$ cat src/hdl/wts_pkg.sv
// Package with shared types, constants and helpers of the window temperature statistics block.
`timescale 1ns / 1ps

package wts_pkg;

  // Sample format: signed Q7.4 degrees Celsius.
  localparam int SAMPLE_W = 12;
  localparam int FRAC_W   = 4;
  localparam int BYTE_W   = 8;
  localparam int BEAT_W   = 3;

  // Tags that precede each value in the serial byte stream.
  localparam logic [BYTE_W-1:0] TAG_LATEST = 8'd240;
  localparam logic [BYTE_W-1:0] TAG_MAX    = 8'd241;
  localparam logic [BYTE_W-1:0] TAG_MIN    = 8'd242;
  localparam logic [BYTE_W-1:0] TAG_MEAN   = 8'd243;

  // Output beat positions within one run of eight bytes.
  localparam logic [BEAT_W-1:0] BEAT_TAG_LATEST = 3'd0;
  localparam logic [BEAT_W-1:0] BEAT_LATEST     = 3'd1;
  localparam logic [BEAT_W-1:0] BEAT_TAG_MAX    = 3'd2;
  localparam logic [BEAT_W-1:0] BEAT_MAX        = 3'd3;
  localparam logic [BEAT_W-1:0] BEAT_TAG_MIN    = 3'd4;
  localparam logic [BEAT_W-1:0] BEAT_MIN        = 3'd5;
  localparam logic [BEAT_W-1:0] BEAT_TAG_MEAN   = 3'd6;
  localparam logic [BEAT_W-1:0] BEAT_MEAN       = 3'd7;

  // Sequencer states.
  typedef enum logic [2:0] {
    ST_IDLE,
    ST_SCAN,
    ST_DIV_START,
    ST_DIV_WAIT,
    ST_EMIT
  } state_t;

  // Status of the serial divider.
  typedef struct packed {
    logic busy;
    logic done;
  } div_stat_t;

  // Truncate a Q7.4 value toward zero to whole degrees and keep the low byte.
  function automatic logic [BYTE_W-1:0] whole_byte(input logic signed [SAMPLE_W-1:0] q);
    logic signed [SAMPLE_W-1:0] adj;
    adj = q[SAMPLE_W-1] ? (q + SAMPLE_W'(15)) : q;
    return adj[FRAC_W+BYTE_W-1:FRAC_W];
  endfunction

endpackage

$ cat src/hdl/wts_if.sv
// Stream interfaces for the sample input and the serial byte output.
`timescale 1ns / 1ps

interface wts_in_if import wts_pkg::*; ();
  logic                       valid;
  logic                       ready;
  logic signed [SAMPLE_W-1:0] sample;

  modport source (output valid, output sample, input ready);
  modport sink   (input valid, input sample, output ready);
endinterface

interface wts_out_if import wts_pkg::*; ();
  logic              valid;
  logic              ready;
  logic [BYTE_W-1:0] out_byte;
  logic              last;

  modport source (output valid, output out_byte, output last, input ready);
  modport sink   (input valid, input out_byte, input last, output ready);
endinterface

$ cat src/hdl/wts_ring.sv
// Sample ring memory with one valid bit per slot so that unwritten slots read as zero.
`timescale 1ns / 1ps

module wts_ring import wts_pkg::*; #(
  parameter int DEPTH = 100
) (
  input  logic                             clk,
  input  logic                             rst,
  input  logic                             wr_en,
  input  logic [$clog2(DEPTH)-1:0]         wr_addr,
  input  logic signed [SAMPLE_W-1:0]       wr_data,
  input  logic [$clog2(DEPTH)-1:0]         rd_addr,
  output logic signed [SAMPLE_W-1:0]       rd_data
);

  logic signed [SAMPLE_W-1:0] mem [DEPTH];
  logic [DEPTH-1:0]           valid;

  // Storage write.
  always_ff @(posedge clk) begin
    if (wr_en) begin
      mem[wr_addr] <= wr_data;
    end
  end

  // Valid bits are cleared at reset; a slot becomes valid on its first write.
  always_ff @(posedge clk) begin
    if (rst) begin
      valid <= '0;
    end else if (wr_en) begin
      valid[wr_addr] <= 1'b1;
    end
  end

  // Registered read; a slot never written reads as zero.
  always_ff @(posedge clk) begin
    rd_data <= valid[rd_addr] ? mem[rd_addr] : '0;
  end

endmodule

$ cat src/hdl/wts_div.sv
// Restoring serial divider, one quotient bit per cycle, unsigned operands.
`timescale 1ns / 1ps

module wts_div import wts_pkg::*; #(
  parameter int NUM_W = 19,
  parameter int DEN_W = 11
) (
  input  logic              clk,
  input  logic              rst,
  input  logic              start,
  input  logic [NUM_W-1:0]  dividend,
  input  logic [DEN_W-1:0]  divisor,
  output logic [NUM_W-1:0]  quotient,
  output div_stat_t         stat
);

  localparam int CNT_W = $clog2(NUM_W + 1);

  logic [DEN_W-1:0] rem;
  logic [NUM_W-1:0] quo;
  logic [DEN_W-1:0] den;
  logic [CNT_W-1:0] cnt;
  logic             busy;
  logic             done;
  logic [DEN_W:0]   trial;
  logic             fits;

  // One trial subtraction of the shifted remainder.
  always_comb begin
    trial = {rem, quo[NUM_W-1]};
    fits  = (trial >= {1'b0, den});
  end

  // Datapath: remainder and dividend/quotient shift register.
  always_ff @(posedge clk) begin
    if (start) begin
      rem <= '0;
      quo <= dividend;
      den <= divisor;
    end else if (busy) begin
      rem <= fits ? DEN_W'(trial - {1'b0, den}) : trial[DEN_W-1:0];
      quo <= {quo[NUM_W-2:0], fits};
    end
  end

  // Step counter and status.
  always_ff @(posedge clk) begin
    if (rst) begin
      busy <= 1'b0;
      done <= 1'b0;
      cnt  <= '0;
    end else begin
      done <= 1'b0;
      if (start) begin
        busy <= 1'b1;
        cnt  <= CNT_W'(NUM_W);
      end else if (busy) begin
        cnt <= cnt - CNT_W'(1);
        if (cnt == CNT_W'(1)) begin
          busy <= 1'b0;
          done <= 1'b1;
        end
      end
    end
  end

  assign quotient  = quo;
  assign stat.busy = busy;
  assign stat.done = done;

endmodule

$ cat src/hdl/window_temperature_stats.sv
// Top level: sliding-window latest, maximum, minimum and mean of temperature samples.
//
//   Channel  Role    Beat payload          Accepted when
//   samples  sink    sample (Q7.4, 12 b)   valid && ready
//   stats    source  out_byte, last        valid && ready
//
// One sample is stored, then the ring is scanned through its single read port,
// the serial divider forms the mean, and eight output beats follow; output
// stalls add to this. Reset clears the valid bits of the ring at once, so no
// clearing pass is needed. A stalled output holds the current byte; samples is
// not ready until the last byte of the run has been taken.
`timescale 1ns / 1ps

module window_temperature_stats import wts_pkg::*; #(
  parameter int WINDOW = 100
) (
  input  logic       clk,
  input  logic       rst,
  wts_in_if.sink     samples,
  wts_out_if.source  stats
);

  localparam int AW    = $clog2(WINDOW);
  localparam int CW    = $clog2(WINDOW + 1);
  localparam int SUM_W = SAMPLE_W + $clog2(WINDOW);
  localparam int DEN_W = CW + FRAC_W;

  state_t state;
  state_t state_next;

  logic [AW-1:0]              write_slot;
  logic [CW-1:0]              stored_count;
  logic [CW-1:0]              scan_cnt;
  logic [BEAT_W-1:0]          beat;
  logic signed [SAMPLE_W-1:0] latest;
  logic signed [SAMPLE_W-1:0] mx;
  logic signed [SAMPLE_W-1:0] mn;
  logic signed [SUM_W-1:0]    sum;
  logic [SUM_W-1:0]           sum_mag;
  logic [BYTE_W-1:0]          mean_byte;
  logic [BYTE_W-1:0]          q_byte;

  logic                       in_fire;
  logic                       out_fire;
  logic signed [SAMPLE_W-1:0] rd_data;
  logic signed [SUM_W-1:0]    rd_ext;
  logic [SUM_W-1:0]           quotient;
  div_stat_t                  div_stat;

  assign in_fire  = samples.valid && samples.ready;
  assign out_fire = stats.valid && stats.ready;

  wts_ring #(.DEPTH(WINDOW)) u_ring (
    .clk     (clk),
    .rst     (rst),
    .wr_en   (in_fire),
    .wr_addr (write_slot),
    .wr_data (samples.sample),
    .rd_addr (scan_cnt[AW-1:0]),
    .rd_data (rd_data)
  );

  wts_div #(.NUM_W(SUM_W), .DEN_W(DEN_W)) u_div (
    .clk      (clk),
    .rst      (rst),
    .start    (state == ST_DIV_START),
    .dividend (sum_mag),
    .divisor  ({stored_count, FRAC_W'(0)}),
    .quotient (quotient),
    .stat     (div_stat)
  );

  // State register.
  always_ff @(posedge clk) begin
    if (rst) begin
      state <= ST_IDLE;
    end else begin
      state <= state_next;
    end
  end

  // Next state and handshake outputs.
  always_comb begin
    state_next    = state;
    samples.ready = 1'b0;
    stats.valid   = 1'b0;
    case (state)
      ST_IDLE: begin
        samples.ready = 1'b1;
        if (in_fire) begin
          state_next = ST_SCAN;
        end
      end
      ST_SCAN: begin
        if (scan_cnt == CW'(WINDOW)) begin
          state_next = ST_DIV_START;
        end
      end
      ST_DIV_START: begin
        state_next = ST_DIV_WAIT;
      end
      ST_DIV_WAIT: begin
        if (div_stat.done) begin
          state_next = ST_EMIT;
        end
      end
      ST_EMIT: begin
        stats.valid = 1'b1;
        if (out_fire && beat == BEAT_MEAN) begin
          state_next = ST_IDLE;
        end
      end
      default: begin
        state_next = ST_IDLE;
      end
    endcase
  end

  // Ring pointer and fill count.
  always_ff @(posedge clk) begin
    if (rst) begin
      write_slot   <= '0;
      stored_count <= '0;
    end else if (in_fire) begin
      write_slot   <= (write_slot == AW'(WINDOW - 1)) ? '0 : write_slot + AW'(1);
      if (stored_count != CW'(WINDOW)) begin
        stored_count <= stored_count + CW'(1);
      end
    end
  end

  // Scan counter issues reads; the beat counter walks the output run.
  always_ff @(posedge clk) begin
    if (rst) begin
      scan_cnt <= '0;
      beat     <= '0;
    end else begin
      if (in_fire) begin
        scan_cnt <= '0;
      end else if (state == ST_SCAN) begin
        scan_cnt <= scan_cnt + CW'(1);
      end
      if (state == ST_IDLE) begin
        beat <= '0;
      end else if (out_fire) begin
        beat <= beat + BEAT_W'(1);
      end
    end
  end

  assign rd_ext = {{(SUM_W - SAMPLE_W){rd_data[SAMPLE_W-1]}}, rd_data};

  // Magnitude of the finished sum, loaded by the divider as it starts.
  assign sum_mag = sum[SUM_W-1] ? SUM_W'(-sum) : SUM_W'(sum);

  // Accumulate sum, maximum and minimum from the registered read data.
  // Slot zero seeds max and min; later slots count only when positive.
  always_ff @(posedge clk) begin
    if (in_fire) begin
      latest <= samples.sample;
    end
    if (state == ST_SCAN && scan_cnt != '0) begin
      if (scan_cnt == CW'(1)) begin
        sum <= rd_ext;
        mx  <= rd_data;
        mn  <= rd_data;
      end else begin
        sum <= sum + rd_ext;
        if (rd_data > 0 && rd_data > mx) begin
          mx <= rd_data;
        end
        if (rd_data > 0 && rd_data < mn) begin
          mn <= rd_data;
        end
      end
    end
    if (div_stat.done) begin
      mean_byte <= sum[SUM_W-1] ? (~q_byte + BYTE_W'(1)) : q_byte;
    end
  end

  assign q_byte = quotient[BYTE_W-1:0];

  // Output byte selection for the current beat.
  always_comb begin
    case (beat)
      BEAT_TAG_LATEST: stats.out_byte = TAG_LATEST;
      BEAT_LATEST:     stats.out_byte = whole_byte(latest);
      BEAT_TAG_MAX:    stats.out_byte = TAG_MAX;
      BEAT_MAX:        stats.out_byte = whole_byte(mx);
      BEAT_TAG_MIN:    stats.out_byte = TAG_MIN;
      BEAT_MIN:        stats.out_byte = whole_byte(mn);
      BEAT_TAG_MEAN:   stats.out_byte = TAG_MEAN;
      BEAT_MEAN:       stats.out_byte = mean_byte;
      default:         stats.out_byte = TAG_LATEST;
    endcase
    stats.last = (beat == BEAT_MEAN);
  end

endmodule
$ cat src/flat_wrapper.sv
// flat-port wrapper written by rule: the top's interface ports become plain ports
module window_temperature_stats_flat import wts_pkg::*;
#(
  parameter int WINDOW = 100
)
  (clk, rst, samples_valid, samples_sample, samples_ready, stats_valid, stats_out_byte, stats_last, stats_ready);
  wts_in_if samples_i ();
  wts_out_if stats_i ();
  input  logic clk;
  input  logic rst;
  input wire logic [$bits(samples_i.valid)-1:0] samples_valid;
  input wire logic [$bits(samples_i.sample)-1:0] samples_sample;
  output wire logic [$bits(samples_i.ready)-1:0] samples_ready;
  output wire logic [$bits(stats_i.valid)-1:0] stats_valid;
  output wire logic [$bits(stats_i.out_byte)-1:0] stats_out_byte;
  output wire logic [$bits(stats_i.last)-1:0] stats_last;
  input wire logic [$bits(stats_i.ready)-1:0] stats_ready;
  assign samples_i.valid = samples_valid;
  assign samples_i.sample = samples_sample;
  assign samples_ready = samples_i.ready;
  assign stats_valid = stats_i.valid;
  assign stats_out_byte = stats_i.out_byte;
  assign stats_last = stats_i.last;
  assign stats_i.ready = stats_ready;
  window_temperature_stats #(.WINDOW(WINDOW)) u_core (.clk(clk), .rst(rst), .samples(samples_i), .stats(stats_i));
endmodule
$ cat config.mk
export PLATFORM = sky130hd
export DESIGN_NAME = window_temperature_stats_flat
export DESIGN_NICKNAME = d
export VERILOG_FILES = /design/src/hdl/wts_pkg.sv /design/src/hdl/wts_if.sv /design/src/hdl/wts_ring.sv /design/src/hdl/wts_div.sv /design/src/hdl/window_temperature_stats.sv /design/src/flat_wrapper.sv
export SDC_FILE = /design/constraint.sdc
export NUM_CORES = 2
export LEC_CHECK = 0
export BUFFER_PORTS_ARGS = -buffer_cell sky130_fd_sc_hd__buf_4
export CAP_MARGIN = 20
export CORE_ASPECT_RATIO = 0.6
export CORE_MARGIN = 8
export CORE_UTILIZATION = 55
export CTS_BUF_LIST = sky130_fd_sc_hd__clkbuf_16
export CTS_CLUSTER_DIAMETER = 200
export DETAILED_ROUTE_END_ITERATION = 8
export GPL_ROUTABILITY_DRIVEN = 0
export PLACE_DENSITY = 0.72
export SKIP_CTS_REPAIR_TIMING = 1
export SLEW_MARGIN = 20
export SYNTH_ARGS = -nofsm -noshare
export SYNTH_HDL_FRONTEND = slang
export SYNTH_SLANG_ARGS = --single-unit
$ cat constraint.sdc
create_clock -name clk -period 3.1 [get_ports clk]
set_clock_uncertainty 0.2 [all_clocks]
set_input_delay 0.775 -clock clk [delete_from_list [all_inputs] [get_ports clk]]
set_output_delay 0.775 -clock clk [all_outputs]
set_load 0.05 [all_outputs]
=== Word-level counts from Yosys, hierarchy flattened ===
Memory sizes are Yosys's and may differ from the RTL's. A register that Yosys moved wholly into a read port is not among the register bits.
Cells that the tools add are included.

* Register bits: 234
* RAM bits: 1200
* Input port bits: 16
* Memories kept: 1

{| class="wikitable"
|+ Memory list
! name !! words !! width !! read ports !! clocked after memory_dff !! wr ports !! RTL line !! RTL
|-
| u_core.u_ring.mem || 100 || 12 || 1 || 1 || 1 || wts_ring.sv:16 || <nowiki>logic signed [SAMPLE_W-1:0] mem [DEPTH];</nowiki>
|}

* Add/subtract/negate cells: 12
* Order comparisons: 7
* Eq/ne operators: 20
* Multiplexer cells: 34
* Bitwise operators: 3
* Reductions and logical operators: 22

{| class="wikitable"
|+ Operator list
! operator !! number
|-
| OR 100 bit || 1
|-
| 2-to-1 mux 12 bit || 7
|-
| 2-to-1 mux 19 bit || 4
|-
| case mux 8 bit (8 select lines) || 1
|-
| adder 12 x 5 -> 12 bit (second input constant) || 3
|-
| adder 7 x 1 -> 7 bit (second input constant) || 3
|-
| adder 19 x 12 -> 19 bit || 1
|-
| negator 19 bit || 1
|-
| < comparator 7 x 8 -> 1 bit (second input constant) || 2
|-
| == test 3 bit (second input constant) || 5
|-
| case mux 3 bit (5 select lines) || 1
|-
| == test 7 bit (second input constant) || 2
|-
| == test 3 x 2 -> 1 bit (second input constant) || 4
|-
| greater-or-equal comparator 12 x 11 -> 1 bit || 1
|-
| > comparator 12 x 1 -> 1 bit (second input constant) || 1
|-
| > comparator 12 bit || 1
|-
| < comparator 12 bit || 1
|-
| 2-to-1 mux 3 bit || 4
|-
| 2-to-1 mux 11 bit || 1
|-
| subtractor 11 bit || 1
|-
| 2-to-1 mux 1 bit || 10
|-
| 2-to-1 mux 5 bit || 2
|-
| adder 8 x 1 -> 8 bit (second input constant) || 1
|-
| 2-to-1 mux 8 bit || 1
|-
| 23 further kinds || 39
|}

=== Longest topological paths before layout ===
* Word-level depth: 6
* Mapped depth: 12
* Mapped depth without buffers: 10

=== Modules after synthesis ===
From an unflattened synthesis, not the netlist that was laid out.

* Cells, all modules: 3614
* Area, all modules: 59061.6 µm²

{| class="wikitable"
|+ Modules (own cells, without submodules)
! module !! times used !! cells an instance !! area an instance (µm²) !! sequential area each (µm²)
|-
| wts_ring || 1 || 2718 || 50302.0 || 38276.7
|-
| window_temperature_stats || 1 || 671 || 6218.5 || 2432.3
|-
| wts_div || 1 || 225 || 2541.2 || 1261.2
|}

=== Worst setup path before layout ===
OpenSTA, ideal clock, no wires.

* Path type: reg2reg
* From: register u_core.state[1]
* To: memory u_core.u_ring.mem[72][0], enable pin
* Library setup time: 0.382 ns
* Arrival: 2.821 ns
* Data required time: 2.518 ns
* Path slack: -0.303 ns
* Stages on the path, launching flop included: 8
* Buffers on the path: 2
* Period minus slack after synthesis: 3.403 ns
* Cell sequence: dfxtp_1 -> clkbuf_1 -> nor3_2 -> nand2_1 -> inv_2 -> buf_2 -> nand4_1 -> nor2_1

* Cells in the longest elaborated chain, start to end: 5

{| class="wikitable"
|+ Ends and longest elaborated chain
! item !! RTL line !! RTL
|-
| start, declared || window_temperature_stats.sv:28 || <nowiki>state_t state;</nowiki>
|-
| start signal, assigned || window_temperature_stats.sv:78 || <nowiki>state <= state_next;</nowiki>
|-
| logical NOT 3 bit || window_temperature_stats.sv:87 || <nowiki>case (state)</nowiki>
|-
| 2-to-1 mux 1 bit || window_temperature_stats.sv:87 ||
|-
| via samples_ready || flat_wrapper.sv:13 || <nowiki>output wire logic [$bits(samples_i.ready)-1:0] samples_ready;</nowiki>
|-
| logical AND 1 bit || window_temperature_stats.sv:50 || <nowiki>assign in_fire = samples.valid && samples.ready;</nowiki>
|-
| via u_core.in_fire || window_temperature_stats.sv:43 || <nowiki>logic in_fire;</nowiki>
|-
| 2-to-1 mux 1 bit || wts_ring.sv:21 || <nowiki>if (wr_en) begin</nowiki>
|-
| 2-to-1 mux 1 bit (not written as such) || wts_ring.sv:22 || <nowiki>mem[wr_addr] <= wr_data;</nowiki>
|-
| end, declared || wts_ring.sv:16 ||
|}

The timed path passes the listed nets, and every way through them passes these cells.

=== Worst setup path after layout ===
* From: register u_core.latest[0]
* To: output stats_out_byte[1]

* Cells in the longest elaborated chain, start to end: 3

{| class="wikitable"
|+ Ends and longest elaborated chain
! item !! RTL line !! RTL
|-
| start, declared || window_temperature_stats.sv:35 || <nowiki>logic signed [SAMPLE_W-1:0] latest;</nowiki>
|-
| start signal, assigned || window_temperature_stats.sv:160 || <nowiki>latest <= samples.sample;</nowiki>
|-
| adder 12 x 5 -> 12 bit || wts_pkg.sv:46 || <nowiki>adj = q[SAMPLE_W-1] ? (q + SAMPLE_W'(15)) : q;</nowiki>
|-
| 2-to-1 mux 12 bit || wts_pkg.sv:46 ||
|-
| case mux 8 bit (8 select lines) || window_temperature_stats.sv:186 || <nowiki>case (beat)</nowiki>
|-
| end, declared || flat_wrapper.sv:15 || <nowiki>output wire logic [$bits(stats_i.out_byte)-1:0] stats_out_byte;</nowiki>
|}

Every way passes these cells.

==> summary.md <==
| Metric | Value |
|---|---|
| Status | finished with violations |
| Failing checks | setup timing |
| Pre-antenna DRT Iters | 6 |
| Worst vdd ir | 484.9 uV |
| Final Cycle Share | 116.0% |
| Clk sinks | 1446 |
| Final Power | 39910 uW |
| Layout Utilization | 63.61% |
| Adder-cell share of the synthesized area | 1.449% |
| Root buf cell | clkbuf_16 |
| Crit path cell chain | or4_4 -> and3_4 -> buf_6 -> xor2_2 -> a221oi_2 -> a21oi_2 -> buf_6 |
| Final HPWL DP | 100.3 mm |
| Starting Density | 55.34% |
| Clk slew on worst S/H paths | 0.07 ns |
| Most used DFF post-synth | edfxtp_1 |
| Setup violators final | 9 |
| #FFs+latches synth | 1446 |
| P per Cell Area | 598.3 nW/um^2 |
| Via/cell ratio | 6.541 |
| Vias in the first global route | 32260 |
| Fillcell total | 6909 |
| Worst endpoint required time | 2.12 ns |
| DRC Markers | 0 |
| Startpoint Class | flip-flop |
| Relative slew slack | 29.71% |
| Tightest Pin Transition | 1.054 ns |
| Most area-consuming cells after synthesis | edfxtp_1 (67%), mux4_2 (11%), dfxtp_1 (5.4%) |
| WS Path Type | reg2out |
| Part of the power in registers | 54.3% |
| Crit. End Element | output port |
| Compound-Gate Fraction of Synth Area | 4.665% |
| Final Hold Viols | 0 |
| Final setup TNS | -3.532 ns |
| Slowest stage cell, crit path | or4_4 |
| Number of max-cap violations | 0 |
| Ratio of cells with drive above 1 in the final layout | 25.23% |
| Clock group share of total power | 37.0% |
| Net count after synthesis | 3376 |
| Synth Area in XOR/XNOR | 1.268% |
| Number of enable flip-flop cells after synthesis | 1289 |
| Synthesis warning total | 0 |
| Cell Rows | 92 |
| RSZ-0062 raised after global routing | true |
| CP arrival | 2.62 ns |
| Num CTS Buffers | 119 |
| Largest net degree at the start of global routing | 102 |
| Minimum clock period | 3.595 ns |
| Top cell type's share of synthesized area | 66.69% |
| Crit-path max FO | 5 |
| Multiplexer share of the synthesized area | 13.63% |
| Worst Hold Class | in2reg |
| Routed wire length | 153.4 mm |
| Pre-CTS setup slack | -0.1137 ns |
| Initial antenna violation count | 7 |
| Routed Antenna Nets | 0 |
| Final Cell Area | 66700 um^2 |
| Area leader, netlist | edfxtp_1 |
| Synth unique cells | 77 |
| Worst skew pair latency | 0.73 ns |
| Core Region | 104900 um^2 |
| Post-synthesis area per instance | 17.62 um^2 |
| GR Overflow Total | 0 |
| Slowest stage delay, CP | 0.58 ns |
| Max Transition Viols Final | 0 |
| Static Leak | 0.02159 uW |
| Port bufs | 26 |
| CTS tree | done |
| Sequential element share of the synthesized area | 72.11% |
| GRT Total Usage | 25.69% |
| Layout area overhead | 14.93% |
| Internal power component | 30760 uW |
| Die height | 267.6 um |
| H-tree depth | 3 |
| Post-Synth Simple-Gate Area | 4.883% |
| Sw Ratio | 22.92% |
| Combinational share of power | 8.7% |
| Largest family of logic cells by synthesized area | multiplexers |
| Ports | 27 |
| DRT iter0 DRCs | 5285 |
| Max clock buf depth | 3 |
| Async S/R FF share, synth | 0% |
| Vias after detailed routing | 33590 |
| DIE AREA | 116500 um^2 |
| FMAX | 0.2782 GHz |
| Mapped Cells | 3294 |
| Placed inst area | 62550 um^2 |
| First-pass GRT wire length | 220.3 mm |
| Psw | 9147 uW |
| DR WL/cell | 29.88 um |
| Nets@finish | 3702 |
| DIE WIDTH | 435.4 um |
| Crit-path most repeated cell | buf_6 |
| Post-Syn Area | 58040 um^2 |
| Final worst slack | -0.4951 ns |
==> kinds of logic after synthesis <==
family / Yosys count
AND/OR/NAND/NOR: 652
multiplexers: 421
AO/OA/AOI/OAI: 393
adder cells (fa/ha/maj): 66
XOR/XNOR: 84
flip-flops: 1446
buffers and inverters: 232
==> metal layers <==
metal,global-route usage [%],share of wire (%)
met5,0,0.031
met4,5.862,2.2
met3,8.894,15
met2,35.65,42
met1,39.27,41
==> worst max-delay path, delay by kind of cell (launching register included) <==
| family | cells | cell delay [ns] |
|---|---|---|
| AOI/OAI and AO/OA | 2 | 0.33 |
| xor gates and xnor gates | 1 | 0.14 |
| buffers and inverters | 2 | 0.28 |
| DFF | 1 | 0.37 |
| and+or+nand+nor | 2 | 0.78 |
==> layout by cell type (no fill, tap or decap), types with 12 or more instances in the layout <==
| master | count |
|---|---|
| a21o_1 | 13 |
| nand2_1 | 135 |
| o21ba_2 | 12 |
| edfxtp_1 | 1289 |
| a21oi_1 | 64 |
| a31oi_1 | 16 |
| nand4_1 | 21 |
| clkinvlp_4 | 14 |
| clkinv_2 | 26 |
| a211oi_1 | 25 |
| o22ai_1 | 23 |
| buf_4 | 299 |
| xor2_1 | 33 |
| o21ai_1 | 18 |
| ha_1 | 60 |
| o21ai_0 | 60 |
| o221ai_1 | 24 |
| nand3_1 | 47 |
| dfxtp_1 | 147 |
| a22oi_1 | 50 |
| nor3_1 | 20 |
| clkinv_1 | 29 |
| clkbuf_16 | 124 |
| buf_12 | 69 |
| nor2_1 | 339 |
| inv_1 | 75 |
| mux4_2 | 293 |
| xnor2_1 | 49 |
| mux2i_1 | 117 |
==> cell usage after synthesis (all sizes together), types with 24 or more instances <==
cell type and number:
a211oi 29, a21oi 67, a22oi 53, buf 90, clkbuf 84, dfxtp 157
edfxtp 1289, ha 64, inv 58, mux2i 117, mux4 294, nand2 135
nand3 48, nor2 346, nor3 24, o21ai 81, o221ai 24, xnor2 50
xor2 34
==> flip-flops by register name, summed over array words and instances, names as in the netlist, 8 cells and up <==
name,cells
u_core.u_ring.mem,1200
u_core.latest,12
u_core.u_ring.valid,100
u_core.mean_byte,8
u_core.sum,19
u_core.u_ring.rd_data,12
u_core.mx,12
u_core.mn,12
u_core.u_div.rem,11
u_core.u_div.quotient,19
==> final timing paths <==
kind	start	slack, ns	depth (start not counted)	endpoint
hold reg to reg	u_core.u_ring.valid[20]	0.27	2	u_core.u_ring.valid[20]
setup / recovery	u_core.latest[0]	-0.50	7	stats_out_byte[1]
hold / removal	samples_sample[1]	0.09	1	u_core.u_ring.mem[70][1]
setup reg to reg	u_core.scan_cnt[3]	-0.08	7	u_core.u_ring.rd_data[2]
==> power by group through the flow <==
stage,logic (uW),clock network (uW),registers [uW]
global route,3680,15600,21700
CTS,3360,14900,21700
floorplan,2040,0,22000
global placement,3200,0,22100
detailed placement,3340,0,22100
finish,3460,14800,21700
==> stage by stage <==
step / hold WS (ns) / cells
detailed placement: 0.2577 / 4899
floorplan: 0.2316 / 3294
global placement: 0.2439 / 4899
CTS: 0.03264 / 5122
finish: 0.08908 / 5135
global route: 0.05215 / 5132
==> final cells by class <==
type | count | area (um^2) | area share (%)
clock buffers | 123 | 3078 | 4.614
flip-flops and latches | 1446 | 41870 | 62.77
clock inverters | 100 | 693.2 | 1.039
multi-input cells | 1616 | 15290 | 22.93
repair buffers | 379 | 3780 | 5.667
diodes | 3 | 7.507 | 0.01125
well taps | 1410 | 1764 | 2.645
inverters | 58 | 217.7 | 0.3264
Note: power is estimated with default switching activity, not from simulation.
